### src/design/mono_legato_note_priority_defines.svh
// ----------------------------------------------------------------------------
// Assertion macros for the mono / legato note priority block
// Concurrent check wrappers clocked on aclk and disabled in reset.
// ----------------------------------------------------------------------------
`ifndef MONO_LEGATO_NOTE_PRIORITY_DEFINES_SVH
`define MONO_LEGATO_NOTE_PRIORITY_DEFINES_SVH

`ifndef SYNTH
// Check a condition at every clock edge.
`define MLNP_ASSERT_ALWAYS(label, cond) \
    label: assert property (@(posedge aclk) disable iff (!aresetn) (cond)) \
        else $error("mlnp check failed");
// Check a consequence in the cycle after a trigger.
`define MLNP_ASSERT_NEXT(label, trig, cons) \
    label: assert property (@(posedge aclk) disable iff (!aresetn) (trig) |=> (cons)) \
        else $error("mlnp sequence check failed");
`else
`define MLNP_ASSERT_ALWAYS(label, cond)
`define MLNP_ASSERT_NEXT(label, trig, cons)
`endif

`endif

### src/design/mlnp_pkg.sv
// ----------------------------------------------------------------------------
// mlnp_pkg
// Shared types and constants of the note priority block.
// ----------------------------------------------------------------------------
`default_nettype none

package mlnp_pkg;

    localparam int unsigned STACK_DEPTH_DEF = 16;
    localparam int unsigned NOTE_W          = 7;
    localparam int unsigned VEL_W           = 7;
    localparam int unsigned CHAN_W          = 4;
    localparam int unsigned OP_W            = 2;
    localparam int unsigned ACT_W           = 2;
    localparam int unsigned MODE_W          = 2;

    localparam logic [VEL_W-1:0] RETRIG_VEL = VEL_W'(64);

    typedef enum logic [OP_W-1:0] {
        OP_NOTE_ON  = 2'd0,
        OP_NOTE_OFF = 2'd1,
        OP_OTHER    = 2'd2,
        OP_RSVD     = 2'd3
    } op_t;

    typedef enum logic [ACT_W-1:0] {
        ACT_PASS     = 2'd0,
        ACT_NOTE_OFF = 2'd1,
        ACT_NOTE_ON  = 2'd2,
        ACT_GLIDE    = 2'd3
    } action_t;

    typedef enum logic [MODE_W-1:0] {
        MODE_POLY   = 2'd0,
        MODE_MONO   = 2'd1,
        MODE_LEGATO = 2'd2,
        MODE_MONO_X = 2'd3
    } mode_t;

    typedef enum logic [2:0] {
        CELL_HOLD,
        CELL_MATCH,
        CELL_COMPACT,
        CELL_PUSH,
        CELL_CLEAR
    } cell_op_t;

    typedef struct packed {
        cell_op_t            op;
        logic [NOTE_W-1:0]   key;
    } cell_cmd_t;

endpackage

`default_nettype wire

### src/design/mlnp_cell.sv
// ----------------------------------------------------------------------------
// mlnp_cell
// One slot of the held-note stack: compare, close a gap, or shift on push.
// ----------------------------------------------------------------------------
`default_nettype none

module mlnp_cell #(
    parameter int unsigned IDX   = 0,
    parameter int unsigned CNT_W = 5
) (
    input  wire logic                        aclk,
    input  wire mlnp_pkg::cell_cmd_t         cmd,
    input  wire logic [CNT_W-1:0]            count,
    input  wire logic [mlnp_pkg::NOTE_W-1:0] note_above,
    input  wire logic [mlnp_pkg::NOTE_W-1:0] note_below,
    input  wire logic                        hit_prefix,
    output logic [mlnp_pkg::NOTE_W-1:0]      note,
    output logic                             match
);
    import mlnp_pkg::*;

    logic [NOTE_W-1:0] note_reg;
    logic              match_reg;

    // Slot 0 holds the newest note; higher slots hold older ones.
    always_ff @(posedge aclk) begin
        case (cmd.op)
            CELL_MATCH: begin
                match_reg <= (note_reg == cmd.key) && (count > CNT_W'(IDX));
            end
            CELL_COMPACT: begin
                // close the gap left by a matching slot at or below this one
                if (hit_prefix) begin
                    note_reg <= note_above;
                end
            end
            CELL_PUSH: begin
                note_reg <= note_below;
            end
            default: begin
                note_reg <= note_reg;
            end
        endcase
    end

    assign note  = note_reg;
    assign match = match_reg;

endmodule

`default_nettype wire

### src/design/mlnp_stack.sv
// ----------------------------------------------------------------------------
// mlnp_stack
// Row of note cells with a registered match vector and the fill count.
// ----------------------------------------------------------------------------
`default_nettype none

module mlnp_stack #(
    parameter int unsigned STACK_DEPTH = mlnp_pkg::STACK_DEPTH_DEF,
    localparam int unsigned CNT_W      = $clog2(STACK_DEPTH + 1)
) (
    input  wire logic                        aclk,
    input  wire logic                        aresetn,
    input  wire mlnp_pkg::cell_cmd_t         cmd,
    output logic [CNT_W-1:0]                 count,
    output logic [mlnp_pkg::NOTE_W-1:0]      top_note
);
    import mlnp_pkg::*;

    localparam int unsigned LVL = $clog2(STACK_DEPTH);

    logic [NOTE_W-1:0]      cell_note [STACK_DEPTH];
    logic [STACK_DEPTH-1:0] match_vec;
    logic [STACK_DEPTH-1:0] pre [LVL+1];
    logic [CNT_W-1:0]       count_reg;
    logic [CNT_W-1:0]       count_next;

    // Parallel prefix OR: pre[LVL][i] is set when any slot 0..i matched.
    assign pre[0] = match_vec;
    for (genvar k = 0; k < LVL; k++) begin : g_lvl
        for (genvar i = 0; i < STACK_DEPTH; i++) begin : g_bit
            if (i >= (1 << k)) begin : g_or
                assign pre[k+1][i] = pre[k][i] | pre[k][i - (1 << k)];
            end else begin : g_cp
                assign pre[k+1][i] = pre[k][i];
            end
        end
    end

    for (genvar i = 0; i < STACK_DEPTH; i++) begin : g_cell
        logic [NOTE_W-1:0] above;
        logic [NOTE_W-1:0] below;
        if (i == STACK_DEPTH - 1) begin : g_last
            assign above = cell_note[i];
        end else begin : g_mid
            assign above = cell_note[i+1];
        end
        if (i == 0) begin : g_first
            assign below = cmd.key;
        end else begin : g_rest
            assign below = cell_note[i-1];
        end

        mlnp_cell #(
            .IDX   (i),
            .CNT_W (CNT_W)
        ) u_cell (
            .aclk       (aclk),
            .cmd        (cmd),
            .count      (count_reg),
            .note_above (above),
            .note_below (below),
            .hit_prefix (pre[LVL][i]),
            .note       (cell_note[i]),
            .match      (match_vec[i])
        );
    end

    always_comb begin
        count_next = count_reg;
        case (cmd.op)
            CELL_COMPACT: begin
                if (pre[LVL][STACK_DEPTH-1]) begin
                    count_next = count_reg - CNT_W'(1);
                end
            end
            CELL_PUSH: begin
                // a full stack drops its oldest slot off the far end
                if (count_reg != CNT_W'(STACK_DEPTH)) begin
                    count_next = count_reg + CNT_W'(1);
                end
            end
            CELL_CLEAR: begin
                count_next = '0;
            end
            default: begin
                count_next = count_reg;
            end
        endcase
    end

    always_ff @(posedge aclk) begin
        if (!aresetn) begin
            count_reg <= '0;
        end else begin
            count_reg <= count_next;
        end
    end

    assign count    = count_reg;
    assign top_note = cell_note[0];

endmodule

`default_nettype wire

### src/design/mono_legato_note_priority.sv
// ----------------------------------------------------------------------------
// mono_legato_note_priority
// Last-note-priority mono / legato filter for a stream of note events.
// ----------------------------------------------------------------------------
// Usage:
//   Input channel s_*: one note event per transaction (operation, channel,
//   note, velocity). Result channel m_*: zero, one or two result transactions
//   per event; m_last marks the final one. cfg_wr_en writes voice_mode
//   (0 poly, 1 mono, 2 legato, 3 mono) and takes effect at once; write it
//   only while no event is in flight.
//   Poly mode and other messages go straight to the decision; a note off
//   first passes match and gap close, a note on also push. A note off
//   that is discarded frees the block with no result.
//   One event is in flight at a time; the sequencer steps it through match,
//   gap close and push over the cell row, and a new event is taken only
//   once the last one is through, including a stolen note's extra result.
//   The stolen note-off and the following pass wait in the output register
//   for the receiver; while m_ready is low the sequencer holds and s_ready
//   stays low once the next event needs the output.
//   Reset (aresetn low, synchronous) empties the stack count, clears the
//   sounding note and sets poly mode. Stack slots are not cleared.
// ----------------------------------------------------------------------------
`default_nettype none
`include "mono_legato_note_priority_defines.svh"

module mono_legato_note_priority #(
    parameter int unsigned STACK_DEPTH = mlnp_pkg::STACK_DEPTH_DEF
) (
    input  wire logic                        aclk,
    input  wire logic                        aresetn,
    input  wire logic                        cfg_wr_en,
    input  wire logic [mlnp_pkg::MODE_W-1:0] cfg_wr_data,
    input  wire logic                        s_valid,
    output logic                             s_ready,
    input  wire logic [mlnp_pkg::OP_W-1:0]   s_operation,
    input  wire logic [mlnp_pkg::CHAN_W-1:0] s_channel,
    input  wire logic [mlnp_pkg::NOTE_W-1:0] s_note,
    input  wire logic [mlnp_pkg::VEL_W-1:0]  s_velocity,
    output logic                             m_valid,
    input  wire logic                        m_ready,
    output logic [mlnp_pkg::ACT_W-1:0]       m_action,
    output logic [mlnp_pkg::CHAN_W-1:0]      m_out_channel,
    output logic [mlnp_pkg::NOTE_W-1:0]      m_out_note,
    output logic [mlnp_pkg::VEL_W-1:0]       m_out_velocity,
    output logic                             m_last
);
    import mlnp_pkg::*;

    localparam int unsigned CNT_W = $clog2(STACK_DEPTH + 1);

    typedef enum logic [2:0] {
        ST_IDLE,
        ST_MATCH,
        ST_COMPACT,
        ST_PUSH,
        ST_DECIDE,
        ST_SECOND
    } state_t;

    state_t            state_reg;
    logic [MODE_W-1:0] mode_reg;

    // latched event
    op_t               op_reg;
    logic [CHAN_W-1:0] chan_reg;
    logic [NOTE_W-1:0] note_reg;
    logic [VEL_W-1:0]  vel_reg;

    // sounding note
    logic [NOTE_W-1:0] cur_note_reg;
    logic              cur_valid_reg;
    logic [NOTE_W-1:0] cur_note_next;
    logic              cur_valid_next;

    // output register
    logic              m_valid_reg;
    action_t           m_action_reg;
    logic [CHAN_W-1:0] m_chan_reg;
    logic [NOTE_W-1:0] m_note_reg;
    logic [VEL_W-1:0]  m_vel_reg;
    logic              m_last_reg;

    // stack interface
    cell_cmd_t         stack_cmd;
    logic [CNT_W-1:0]  held_count;
    logic [NOTE_W-1:0] top_note;

    // decision for the event in ST_DECIDE
    logic [1:0]        n_res;
    action_t           r1_action;
    logic [NOTE_W-1:0] r1_note;
    logic [VEL_W-1:0]  r1_vel;
    logic              r1_last;

    logic              out_free;
    logic              out_load;
    logic              in_fire;
    logic              is_poly;
    logic              is_legato;

    assign out_free  = !m_valid_reg || m_ready;
    assign in_fire   = s_valid && s_ready;
    assign is_poly   = (mode_reg == MODE_POLY);
    assign is_legato = (mode_reg == MODE_LEGATO);
    assign s_ready   = (state_reg == ST_IDLE);

    // A new result enters the output register this cycle.
    assign out_load  = ((state_reg == ST_DECIDE) && (n_res != 2'd0) && out_free) ||
                       ((state_reg == ST_SECOND) && out_free);

    mlnp_stack #(
        .STACK_DEPTH (STACK_DEPTH)
    ) u_stack (
        .aclk     (aclk),
        .aresetn  (aresetn),
        .cmd      (stack_cmd),
        .count    (held_count),
        .top_note (top_note)
    );

    // Decide results and the new sounding note from the latched event.
    always_comb begin
        n_res          = 2'd1;
        r1_action      = ACT_PASS;
        r1_note        = note_reg;
        r1_vel         = vel_reg;
        r1_last        = 1'b1;
        cur_note_next  = cur_note_reg;
        cur_valid_next = cur_valid_reg;
        if (is_poly) begin
            cur_note_next  = '0;
            cur_valid_next = 1'b0;
        end else begin
            case (op_reg)
                OP_NOTE_ON: begin
                    cur_note_next  = note_reg;
                    cur_valid_next = 1'b1;
                    if (cur_valid_reg && is_legato) begin
                        r1_action = ACT_GLIDE;
                        r1_vel    = '0;
                    end else if (cur_valid_reg) begin
                        // steal: note off for the sounding note, then pass
                        n_res     = 2'd2;
                        r1_action = ACT_NOTE_OFF;
                        r1_note   = cur_note_reg;
                        r1_vel    = '0;
                        r1_last   = 1'b0;
                    end
                end
                OP_NOTE_OFF: begin
                    if (!cur_valid_reg || note_reg != cur_note_reg) begin
                        n_res = 2'd0;
                    end else if (held_count != '0) begin
                        cur_note_next = top_note;
                        r1_note       = top_note;
                        if (is_legato) begin
                            r1_action = ACT_GLIDE;
                            r1_vel    = '0;
                        end else begin
                            r1_action = ACT_NOTE_ON;
                            r1_vel    = RETRIG_VEL;
                        end
                    end else begin
                        cur_note_next  = '0;
                        cur_valid_next = 1'b0;
                    end
                end
                default: begin
                    n_res = 2'd1;
                end
            endcase
        end
    end

    // Drive the cell row from the sequencer state.
    always_comb begin
        stack_cmd.key = note_reg;
        stack_cmd.op  = CELL_HOLD;
        case (state_reg)
            ST_MATCH:   stack_cmd.op = CELL_MATCH;
            ST_COMPACT: stack_cmd.op = CELL_COMPACT;
            ST_PUSH:    stack_cmd.op = CELL_PUSH;
            ST_DECIDE: begin
                if (is_poly && out_free) begin
                    stack_cmd.op = CELL_CLEAR;
                end
            end
            default:    stack_cmd.op = CELL_HOLD;
        endcase
    end

    always_ff @(posedge aclk) begin
        if (!aresetn) begin
            state_reg     <= ST_IDLE;
            mode_reg      <= MODE_POLY;
            cur_note_reg  <= '0;
            cur_valid_reg <= 1'b0;
            m_valid_reg   <= 1'b0;
        end else begin
            if (cfg_wr_en) begin
                mode_reg <= cfg_wr_data;
            end
            // drop the shown result once taken unless a new one loads
            if (m_ready && !out_load) begin
                m_valid_reg <= 1'b0;
            end
            case (state_reg)
                ST_IDLE: begin
                    if (in_fire) begin
                        op_reg   <= op_t'(s_operation);
                        chan_reg <= s_channel;
                        note_reg <= s_note;
                        vel_reg  <= s_velocity;
                        if (is_poly || !(s_operation == OP_NOTE_ON ||
                                         s_operation == OP_NOTE_OFF)) begin
                            state_reg <= ST_DECIDE;
                        end else begin
                            state_reg <= ST_MATCH;
                        end
                    end
                end
                ST_MATCH: begin
                    state_reg <= ST_COMPACT;
                end
                ST_COMPACT: begin
                    state_reg <= (op_reg == OP_NOTE_ON) ? ST_PUSH : ST_DECIDE;
                end
                ST_PUSH: begin
                    state_reg <= ST_DECIDE;
                end
                ST_DECIDE: begin
                    if (n_res == 2'd0) begin
                        cur_note_reg  <= cur_note_next;
                        cur_valid_reg <= cur_valid_next;
                        state_reg     <= ST_IDLE;
                    end else if (out_free) begin
                        cur_note_reg   <= cur_note_next;
                        cur_valid_reg  <= cur_valid_next;
                        m_valid_reg    <= 1'b1;
                        m_action_reg   <= r1_action;
                        m_chan_reg     <= chan_reg;
                        m_note_reg     <= r1_note;
                        m_vel_reg      <= r1_vel;
                        m_last_reg     <= r1_last;
                        state_reg      <= (n_res == 2'd2) ? ST_SECOND : ST_IDLE;
                    end
                end
                ST_SECOND: begin
                    // follow the stolen note off with the event itself
                    if (out_free) begin
                        m_valid_reg  <= 1'b1;
                        m_action_reg <= ACT_PASS;
                        m_chan_reg   <= chan_reg;
                        m_note_reg   <= note_reg;
                        m_vel_reg    <= vel_reg;
                        m_last_reg   <= 1'b1;
                        state_reg    <= ST_IDLE;
                    end
                end
                default: begin
                    state_reg <= ST_IDLE;
                end
            endcase
        end
    end

    assign m_valid        = m_valid_reg;
    assign m_action       = m_action_reg;
    assign m_out_channel  = m_chan_reg;
    assign m_out_note     = m_note_reg;
    assign m_out_velocity = m_vel_reg;
    assign m_last         = m_last_reg;

    // Checks
    `MLNP_ASSERT_ALWAYS(a_count_bound, held_count <= CNT_W'(STACK_DEPTH))
    `MLNP_ASSERT_ALWAYS(a_cur_clear, cur_valid_reg || cur_note_reg == '0)
    `MLNP_ASSERT_ALWAYS(a_first_of_two, !(m_valid && !m_last) || state_reg == ST_SECOND)
    `MLNP_ASSERT_NEXT(a_accept_busy, in_fire, !s_ready)

endmodule

`default_nettype wire
### config.mk
export PLATFORM = sky130hd
export DESIGN_NAME = mono_legato_note_priority
export DESIGN_NICKNAME = d
export VERILOG_FILES = /design/src/design/mlnp_pkg.sv /design/src/design/mlnp_cell.sv /design/src/design/mlnp_stack.sv /design/src/design/mono_legato_note_priority.sv
export VERILOG_INCLUDE_DIRS = /design/src /design/src/design
export SDC_FILE = /design/constraint.sdc
export NUM_CORES = 1
export LEC_CHECK = 0
export ABC_AREA = 1
export BUFFER_PORTS_ARGS = -buffer_cell sky130_fd_sc_hd__buf_2
export CORE_MARGIN = 5
export CORE_UTILIZATION = 35
export CTS_CLUSTER_DIAMETER = 120
export DETAILED_ROUTE_END_ITERATION = 8
export HOLD_SLACK_MARGIN = 0.05
export MAX_ROUTING_LAYER = met4
export PLACE_DENSITY = 0.59
export SETUP_SLACK_MARGIN = 0.4
export SYNTH_ARGS = -nofsm -noshare
export SYNTH_HDL_FRONTEND = slang
export SYNTH_HIERARCHICAL = 1
export SYNTH_SLANG_ARGS = --single-unit
### constraint.sdc
create_clock -name aclk -period 8.9 [get_ports aclk]
set_input_delay 1.78 -clock aclk [delete_from_list [all_inputs] [get_ports aclk]]
set_output_delay 1.78 -clock aclk [all_outputs]
set_load 0.02 [all_outputs]
==> impl_results.md, run 1 <==
- Post-CTS Setup Bufs: 0
- Max VDD drop: 0.0001353 V
- CTS H-tree depth: 4
- Largest net degree at the start of global routing: 38
- Top-area cell type share of the netlist area: 0.4190
- Resize count post-CTS: 0
- Final slew viol count: 0
- Routed wire per std cell: 13.51 microns
- HP Class: flop to flop
- HP Start: chan_reg[2]$_DFFE_PP_
- Drt pass-1 iters: 5
- Syn. warnings: 6
- Hold bufs inserted after CTS: 0
- Crit start category: input pin
- Worst Hold End: m_out_channel[2]$_DFFE_PP_
- Reg2reg path depth: 11
- Layout area overhead: 10.85%
- Initial Utilization: 0.3524
- Rel. slew slack: 0.3266
- Lkg Pwr: 6.428 nW
- IO buf count: 49
- Final setup violation count: 0
- Hold Fails Final Rpt: 0
- Clk Latency, worst-skew pair: 0.45 ns
- GRT Util Overall: 0.1509
- Placer Congestion: 0.8251
- Minimum clock period: 3.724 ns
- Critical Path Sink Type: flop
- Residual DRC count: 0
- First-pass GRT wire length: 45,950 microns
- Area of the core: 0.03437 sq mm
- Arr. time, crit path: 4.06 ns
- Final HPWL DP: 19,310 microns
- I/O pin total: 50
- Setup TNS: 0 ns
- CP max-delay cell: fa_1
- Synth unique cells: 36
- Synth Register Bits: 188
- Clock Sinks: 188
- Syn nets: 1,580
- CTS root buf: clkbuf_16
- Pwr dens: 181.0 mW/mm^2
- Final WL: 28,010 microns
- RSZ-0062 raised after global routing: no
- Antenna cell count: 0
- Vias in the first global route: 8,912
- Largest register FFs: 112
- Synthesized area: 0.01211 sq mm
- Setup CP Type: input pin to flop
- Initial drt markers: 697
- Die area: 0.03843 sq mm
- CP most frequent cell: nand3_1
- R2R setup slack: 5.91 ns
- Synth Area per Inst: 7.820 sq um
- Period utilization: 0.4184
- Crit-path max cell delay: 0.53 ns
- Num CTS Buffers: 17
- Die boundary height: 196.0 microns
- Sequential share of the synthesized area: 0.4504
- Synth area leader: edfxtp_1
- Post-Syn Instances: 1,549
- Clock Path Buffers: 2
- Critical R2R Capture: u_stack/count[2]$_SDFFE_PN0P_
- Hold depth: 0
- CP required: 9.24 ns
- Number of vias per cell: 4.545
- Status: finished, final reports clean
- TritonCTS clock tree: done
- Fin area: 0.01343 sq mm
- Clock Skews: 0.01857 ns
- Initial antenna violation count: 0
- CP delay by family, top: simple AND/OR/NAND/NOR gates
- Layout Nets: 1,637
- DR vias: 9,426
- Reg-to-reg startpoint: state_reg[2]$_SDFFE_PN0P_
- Cell area after placement: 0.01280 sq mm
- Worst-path clk slew: 0.09 ns
- Bufs and invs on worst path: 4
- Antenna viol nets, final: 0
- Max_cap viols: 0
- CP max FO: 18
- Crit-path cells: buf_2 > nor2_1 > inv_1 > nand3_1 > nor2_1 > buf_4 > inv_1 > nand3_1 > fa_1 > or2_2 > nand3_1 > nand3_1 > nand2_1 > nor2_1
- Fmax: 0.2686 GHz
- Worst-Margin Slew: 1.009 ns
- Row Count: 68
- Gr ovfl total: 0
- Top cells by area, synth: edfxtp_1 (42%), nand2_1 (15%), inv_1 (11%), o21ai_2 (8.2%), nor2_1 (4.5%)
- Most common cell after layout, fill and taps aside: nand2_1
- Share of layout cells above drive strength 1: 0.1816
- Die W: 196.0 microns
- Commonest cells after routing, fill and taps aside: nand2_1 (480), inv_1 (350), edfxtp_1 (169), nor2_1 (144), o21ai_2 (113)
[cell usage after synthesis]
library cell  count
nor2_8            1
nor3_1            7
nand2_1         480
ha_1              3
a31oi_1           1
inv_2             6
nand3_4          16
a21oi_4           1
inv_1           351
or2_2             3
nand2_2          36
o21ai_1           1
dfxtp_1          19
o21ai_0          27
buf_2             2
edfxtp_1        169
a21oi_1          27
nor2_2            4
xnor2_1          28
nand2_4           1
nand4_1           3
nor2_1          145
a21oi_2           2
buf_4             1
fa_1              1
nand3_2          10
nand3b_1          2
o211ai_2          1
and2_4            1
o21bai_1          2
buf_6            18
nand3_1          59
nor2_4            3
o21ai_2         113
clkbuf_1          1
or2_1             4
[per-stage QoR]
stage          setup slack [ns]  utilization  total power, mW  hold WS [ns]  instances
3_5_place_dp              4.741       0.3725            1.663        0.4099       2042
6_report                  5.176       0.3906            2.430        0.4282       2074
2_1_floorplan             2.196            -            1.526        0.4003       1549
3_3_place_gp              4.796       0.3725            1.651        0.4019       2042
5_1_grt                   4.940       0.3906            2.573        0.4250       2074
4_1_cts                   5.200       0.3906            2.452        0.4292       2074
[routing by layer]
| metal | track usage | up-vias | part of all wire |
|---|---|---|---|
| met3 | 0.02456 | 27 | 0.036 |
| met2 | 0.2488 | 152 | 0.48 |
| li1 | - | 4875 | - |
| met4 | 0.03026 | 0 | 0.012 |
| met1 | 0.1983 | 4372 | 0.47 |
| met5 | - | - | 0 |
[layout make-up]
cell class,count,area [sq um]
Clock buffer,17,425.4
Fill cell,3492,20950
Tap cell,455,569.3
Timing Repair Buffer,60,327.8
Clock inverter,15,196.4
Multi-Input combinational cell,982,5112
Sequential cell,188,5455
Inverter,357,1340
[worst max path at each step]
stage,start,endpoint,cells after the start
2_1_floorplan,state_reg[0]$_SDFFE_PN0P_,u_stack/count[2]$_SDFFE_PN0P_,9
3_3_place_gp,m_ready,u_stack/count[2]$_SDFFE_PN0P_,14
3_5_place_dp,m_ready,u_stack/count[2]$_SDFFE_PN0P_,14
4_1_cts,m_ready,u_stack/count[2]$_SDFFE_PN0P_,14
5_1_grt,m_ready,u_stack/count[2]$_SDFFE_PN0P_,14
6_report,m_ready,u_stack/count[2]$_SDFFE_PN0P_,14
[power by group]
group / leakage, nW / switching [mW] / internal [mW]
clock network: 0.299 / 0.401 / 0.385
registers: 1.69 / 0.0769 / 1.05
logic: 4.44 / 0.347 / 0.168
[worst reg2reg max path, stage by stage, from the launching register on]
cell     delay [ns]
dfxtp_1        0.33
inv_1          0.07
nand2_1        0.10
inv_2          0.37
buf_4          0.57
nand3_1        0.37
fa_1           0.53
or2_2          0.28
nand3_1        0.08
nand3_1        0.08
nand2_1        0.06
nor2_1         0.04
[cell families (layout without fill, tap and decap cells)]
family,after synthesis,count (layout),share of synthesized area
XOR/XNOR,28,28,0.02025
flip-flops,188,188,0.4504
AO/OA/AOI/OAI,175,175,0.1100
buffers and inverters,379,449,0.1291
AND/OR/NAND/NOR,775,775,0.2855
adder cells (fa/ha/maj),4,4,0.004752
No activity file was read; power rests on OpenSTA's default activity.
==> run 2, diff against run 1 <==
ABC_AREA = 0   (was 1)
clock period = 3.9 ns   (was 8.9 ns; I/O delays follow)
==> impl_results.md, run 2 <==
- Final WL: 23,070 microns
- Clock power frac: 0.382
- Synth area leader: edfxtp_1
- Sequential share of the synthesized area: 0.5361
- Setup CP Type: flop to flop
- Syn nets: 783
- Hold bufs inserted after CTS: 0
- Max_cap viols: 0
- Number of vias per cell: 5.138
- CP max FO: 17
- Crit start category: flop
- Resize count post-CTS: 0
- HP Class: flop to flop
- Layout Nets: 875
- Setup TNS: 0 ns
- Count leader, synth: edfxtp_1
- Pint: 3.301 mW
- Clock Sinks: 188
- Pwr Total: 4.513 mW
- Pwr dens: 385.4 mW/mm^2
- Syn. warnings: 6
- Top-area cell type share of the netlist area: 0.4987
- Die W: 180.5 microns
- Clock Skews: 0.01325 ns
- Placer Congestion: 0.8104
- Period utilization: 0.6722
- Fmax: 0.3814 GHz
- Routed met1 length: 10,960 microns
- Initial antenna violation count: 0
- Rel. slew slack: 0.3941
- Worst-Margin Slew: 0.9089 ns
- Initial Utilization: 0.3545
- Met2 routed wirelength: 11,030 microns
- Final setup violation count: 0
- Final slew viol count: 0
- Top cells by area, synth: edfxtp_1 (50%), mux2_2 (12%), xnor2_1 (9.2%), dfxtp_1 (3.7%), nand3b_4 (3.1%)
- Comb pwr share: 0.114
- Top routing layer in use: met4
- IO buf count: 49
- Synth Register Bits: 188
- Fillcell total: 2,731
- Critical Path Sink Type: flop
- DR vias: 6,376
- Initial drt markers: 445
- NetSw: 1.212 mW
- Die boundary height: 180.5 microns
- Commonest cells after routing, fill and taps aside: edfxtp_1 (169), mux2_2 (111), xnor2_1 (107), buf_2 (49), nor3b_1 (33)
- Leading cell types by count after synthesis: edfxtp_1 (169), mux2_2 (111), xnor2_1 (107)
- Synth Area per Inst: 13.53 sq um
- WL met3: 792 microns
- Main synth FF type: edfxtp_1
- Most common cell after layout, fill and taps aside: edfxtp_1
- Lkg Pwr: 3.825 nW
- Status: finished, final reports clean
- Synth unique cells: 63
- Layout area overhead: 15.07%
- Routed wire per std cell: 18.59 microns
- CP required: 4.21 ns
- Flop pwr share: 0.504
- Post-CTS Setup Bufs: 0
- Antenna cell count: 0
- Antenna viol nets, final: 0
- Post-Syn Instances: 752
- Die area: 0.03258 sq mm
- I/O pin total: 50
- Num CTS Buffers: 17
- Gr ovfl total: 0
- Largest net degree at the start of global routing: 53
- Vias in the first global route: 6,390
- Sw frac: 0.2686
- Final HPWL DP: 16,300 microns
- Max VDD drop: 0.0003479 V
- Share of layout cells above drive strength 1: 0.3221
- Residual DRC count: 0
- Row Count: 62
- GRT Util Overall: 0.1444
- Final worst setup slack: 1.278 ns
- Clock Path Buffers: 2
- Synthesized area: 0.01018 sq mm
- Minimum clock period: 2.622 ns
- Drt pass-1 iters: 5
- CTS root buf: clkbuf_16
- Arr. time, crit path: 2.93 ns
- Clk Latency, worst-skew pair: 0.44 ns
- Worst-path clk slew: 0.08 ns
- EDFF count, synth: 169
- TritonCTS clock tree: done
- RSZ-0062 raised after global routing: no
- Multi-input logic area: 0.004690 sq mm
- Hold Fails Final Rpt: 0
- First-pass GRT wire length: 36,580 microns
- Area of the core: 0.02870 sq mm
- Largest register FFs: 112
- CTS H-tree depth: 4
- Worst slack, placed: 0.9572 ns
- Synth async-reset ratio: 0
- Final Util: 0.4080
- FF/Latch Area: 0.005455 sq mm
## run 2: layout make-up
type                    instances  share of cell area
flip-flops and latches        188              0.4659
clock buffers                  17             0.03633
well taps                     384             0.04103
multi-input cells             553              0.4005
repair buffers                 79             0.04018
clock inverters                15             0.01453
inverters                       5            0.001603
## run 2: critical path, cell delays in order, from the launching register on
cell	delay, ns
dfxtp_1	0.45
nor2_1	0.21
nand3_1	0.24
nor2_4	0.42
nand3b_1	0.28
ha_1	0.32
a21oi_1	0.22
a211oi_1	0.10
o21ai_0	0.18
mux2i_1	0.08
## run 2: worst paths after layout
path	startpoint	to	slack [ns]	depth (start not counted)
hold reg to reg	chan_reg[1]$_DFFE_PP_	m_out_channel[1]$_DFFE_PP_	0.42	0
setup / recovery	state_reg[0]$_SDFFE_PN0P_	u_stack/count[3]$_SDFFE_PN0P_	1.28	9
hold / removal	chan_reg[1]$_DFFE_PP_	m_out_channel[1]$_DFFE_PP_	0.42	0
setup reg to reg	state_reg[0]$_SDFFE_PN0P_	u_stack/count[3]$_SDFFE_PN0P_	1.28	9
## run 2: power groups by stage
stage                     combinational, mW  clock, mW  sequential (mW)
after global routing                  0.563       1.85             2.28
after floorplan                       0.332          0             2.34
after CTS                             0.517       1.77             2.28
after global placement                0.510          0             2.32
final                                 0.514       1.72             2.28
after detailed placement              0.516          0             2.32
## run 2: logic make-up (layout without fill, tap and decap cells)
group | after synthesis | after routing | synth area share
XOR/XNOR | 121 | 121 | 0.1041
multiplexers | 120 | 120 | 0.1318
buffers and inverters | 11 | 116 | 0.005778
adder cells (fa/ha/maj) | 4 | 4 | 0.005656
flip-flops | 188 | 188 | 0.5361
AO/OA/AOI/OAI | 79 | 79 | 0.05668
AND/OR/NAND/NOR | 229 | 229 | 0.1598
## run 2: metrics by stage
step | cells | instance area, sq um | hold WS (ns)
5_1_grt | 1241 | 11710 | 0.4468
4_1_cts | 1241 | 11710 | 0.4235
3_5_place_dp | 1209 | 11110 | 0.4056
2_1_floorplan | 752 | 10190 | 0.4003
6_report | 1241 | 11710 | 0.4218
3_3_place_gp | 1209 | 11110 | 0.4016
## run 2: metal layers
metal	up-vias	GRT usage
li1	3065	-
met1	3164	0.1914
met2	130	0.2301
met3	17	0.02442
met4	0	0.04083
met5	-	-
==> run 3, diff against run 2 <==
PLACE_DENSITY = 0.61   (was 0.59)
clock period = 2.1 ns   (was 3.9 ns; I/O delays follow)
==> impl_results.md, run 3 (synthesis gave the netlist of run 2 again) <==
- Status: finished, final reports clean
- CP delay by family, top: simple AND/OR/NAND/NOR gates
- Initial antenna violation count: 0
- Routed wire per std cell: 19.81 microns
- Drt pass-1 iters: 8
- Layout area overhead: 33.55%
- Worst-path clk slew: 0.07 ns
- Period utilization: 0.9730
- Cell area after placement: 0.01162 sq mm
- Fin area: 0.01359 sq mm
- TritonCTS clock tree: done
- Clock Sinks: 188
- Number of vias per cell: 5.141
- Hold bufs inserted after CTS: 0
- Max_cap viols: 0
- Setup TNS: 0 ns
- Most common cell after layout, fill and taps aside: edfxtp_1
- Share of layout cells above drive strength 1: 0.4644
- Die boundary height: 180.5 microns
- Comb pwr share: 0.170
- Crit start category: flop
- Residual DRC count: 0
- HP Class: input pin to flop
- Crit-path max cell delay: 0.44 ns
- CP max FO: 7
- Minimum clock period: 2.043 ns
- DR vias: 6,889
- Pint: 6.539 mW
- Final WL: 26,550 microns
- Placer Congestion: 0.8387
- Hold Fails Final Rpt: 0
- Num CTS Buffers: 17
- Clock Skews: 0.01578 ns
- Initial Utilization: 0.3545
- Fmax: 0.4894 GHz
- CP most frequent cell: buf_4
- Clk Latency, worst-skew pair: 0.43 ns
- Final slew viol count: 0
- Vias in the first global route: 7,022
- Crit-path cells: nor4_2 > buf_4 > nand4_1 > or3_4 > nor2_2 > nor3b_2 > buf_4
- Largest register FFs: 112
- Final Util: 0.4735
- IO buf count: 49
- Sw frac: 0.2576
- Antenna viol nets, final: 0
- Final worst setup slack: 0.05678 ns
- Worst-Margin Slew: 0.7531 ns
- CP max-delay cell: or3_4
- Clock power frac: 0.356
- Gr ovfl total: 0
- Largest net degree at the start of global routing: 27
- Rel. slew slack: 0.4979
- Row Count: 62
- Lkg Pwr: 5.135 nW
- GRT Util Overall: 0.1638
- Pwr Total: 8.808 mW
- Worst slack, placed: -0.1624 ns
- Flop pwr share: 0.473
- CTS root buf: clkbuf_16
- Commonest cells after routing, fill and taps aside: edfxtp_1 (169), xnor2_1 (107), mux2_4 (81), buf_4 (73), buf_2 (48)
- Die area: 0.03258 sq mm
- Max VDD drop: 0.0005965 V
- Area of the core: 0.02870 sq mm
- Final setup violation count: 0
- Final HPWL DP: 17,430 microns
- NetSw: 2.269 mW
- Initial drt markers: 505
- Arr. time, crit path: 2.24 ns
- Pwr dens: 648.1 mW/mm^2
- Setup CP Type: flop to flop
- Layout Nets: 974
- I/O pin total: 50
- Placed Cells: 1,252
- Clock Path Buffers: 2
- CTS H-tree depth: 4
- RSZ-0062 raised after global routing: yes
- Hold WS: 0.1683 ns
- Bufs and invs on worst path: 2
- Post-Layout Cell Count: 1,340
- First-pass GRT wire length: 40,970 microns
- Antenna cell count: 0
- Die W: 180.5 microns
- CP required: 2.29 ns
- Critical Path Sink Type: flop
[run 3: final cells by class]
type | count | area, sq um
Clock buffer | 21 | 450.4
Clock inverter | 11 | 113.9
Fill cell | 2547 | 15110
Inverter | 5 | 18.77
Multi-Input combinational cell | 553 | 5421
Sequential cell | 188 | 5470
Tap cell | 384 | 480.5
Timing Repair Buffer | 178 | 1635
[run 3: path summary, 6_finish.rpt]
check / slack [ns] / to / cells after the start / from
setup / recovery: 0.06 / u_stack/g_cell[15].u_cell/note[0]$_DFFE_PP_ / 7 / u_stack/g_cell[2].u_cell/match$_DFFE_PN_
hold reg to reg: 0.42 / m_out_channel[2]$_DFFE_PP_ / 0 / chan_reg[2]$_DFFE_PP_
hold / removal: 0.17 / vel_reg[0]$_DFFE_PP_ / 1 / s_velocity[0]
setup reg to reg: 0.06 / u_stack/g_cell[15].u_cell/note[0]$_DFFE_PP_ / 7 / u_stack/g_cell[2].u_cell/match$_DFFE_PN_
[run 3: power by group through the flow]
stage / logic [mW] / clock network [mW] / registers (mW)
after detailed placement: 1.16 / 0 / 4.25
after global placement: 1.15 / 0 / 4.25
after global routing: 1.60 / 3.40 / 4.18
after CTS: 1.39 / 3.23 / 4.17
final: 1.50 / 3.14 / 4.17
after floorplan: 0.656 / 0 / 4.35
[run 3: per-layer routing]
layer	part of all wire	GRT usage	vias up	wire length (microns)
met5	0	-	-	0
met4	0.019	0.04779	0	508
met3	0.035	0.03068	24	917
met2	0.47	0.2503	140	12400
met1	0.48	0.2237	3457	12720
li1	-	-	3268	-
[run 3: repair_timing]
item,in CTS,in global routing
endpoints found under the setup margin,231,286
resized for setup,73,135
pin swaps,25,20
gates cloned,4,1
setup buffers,40,11
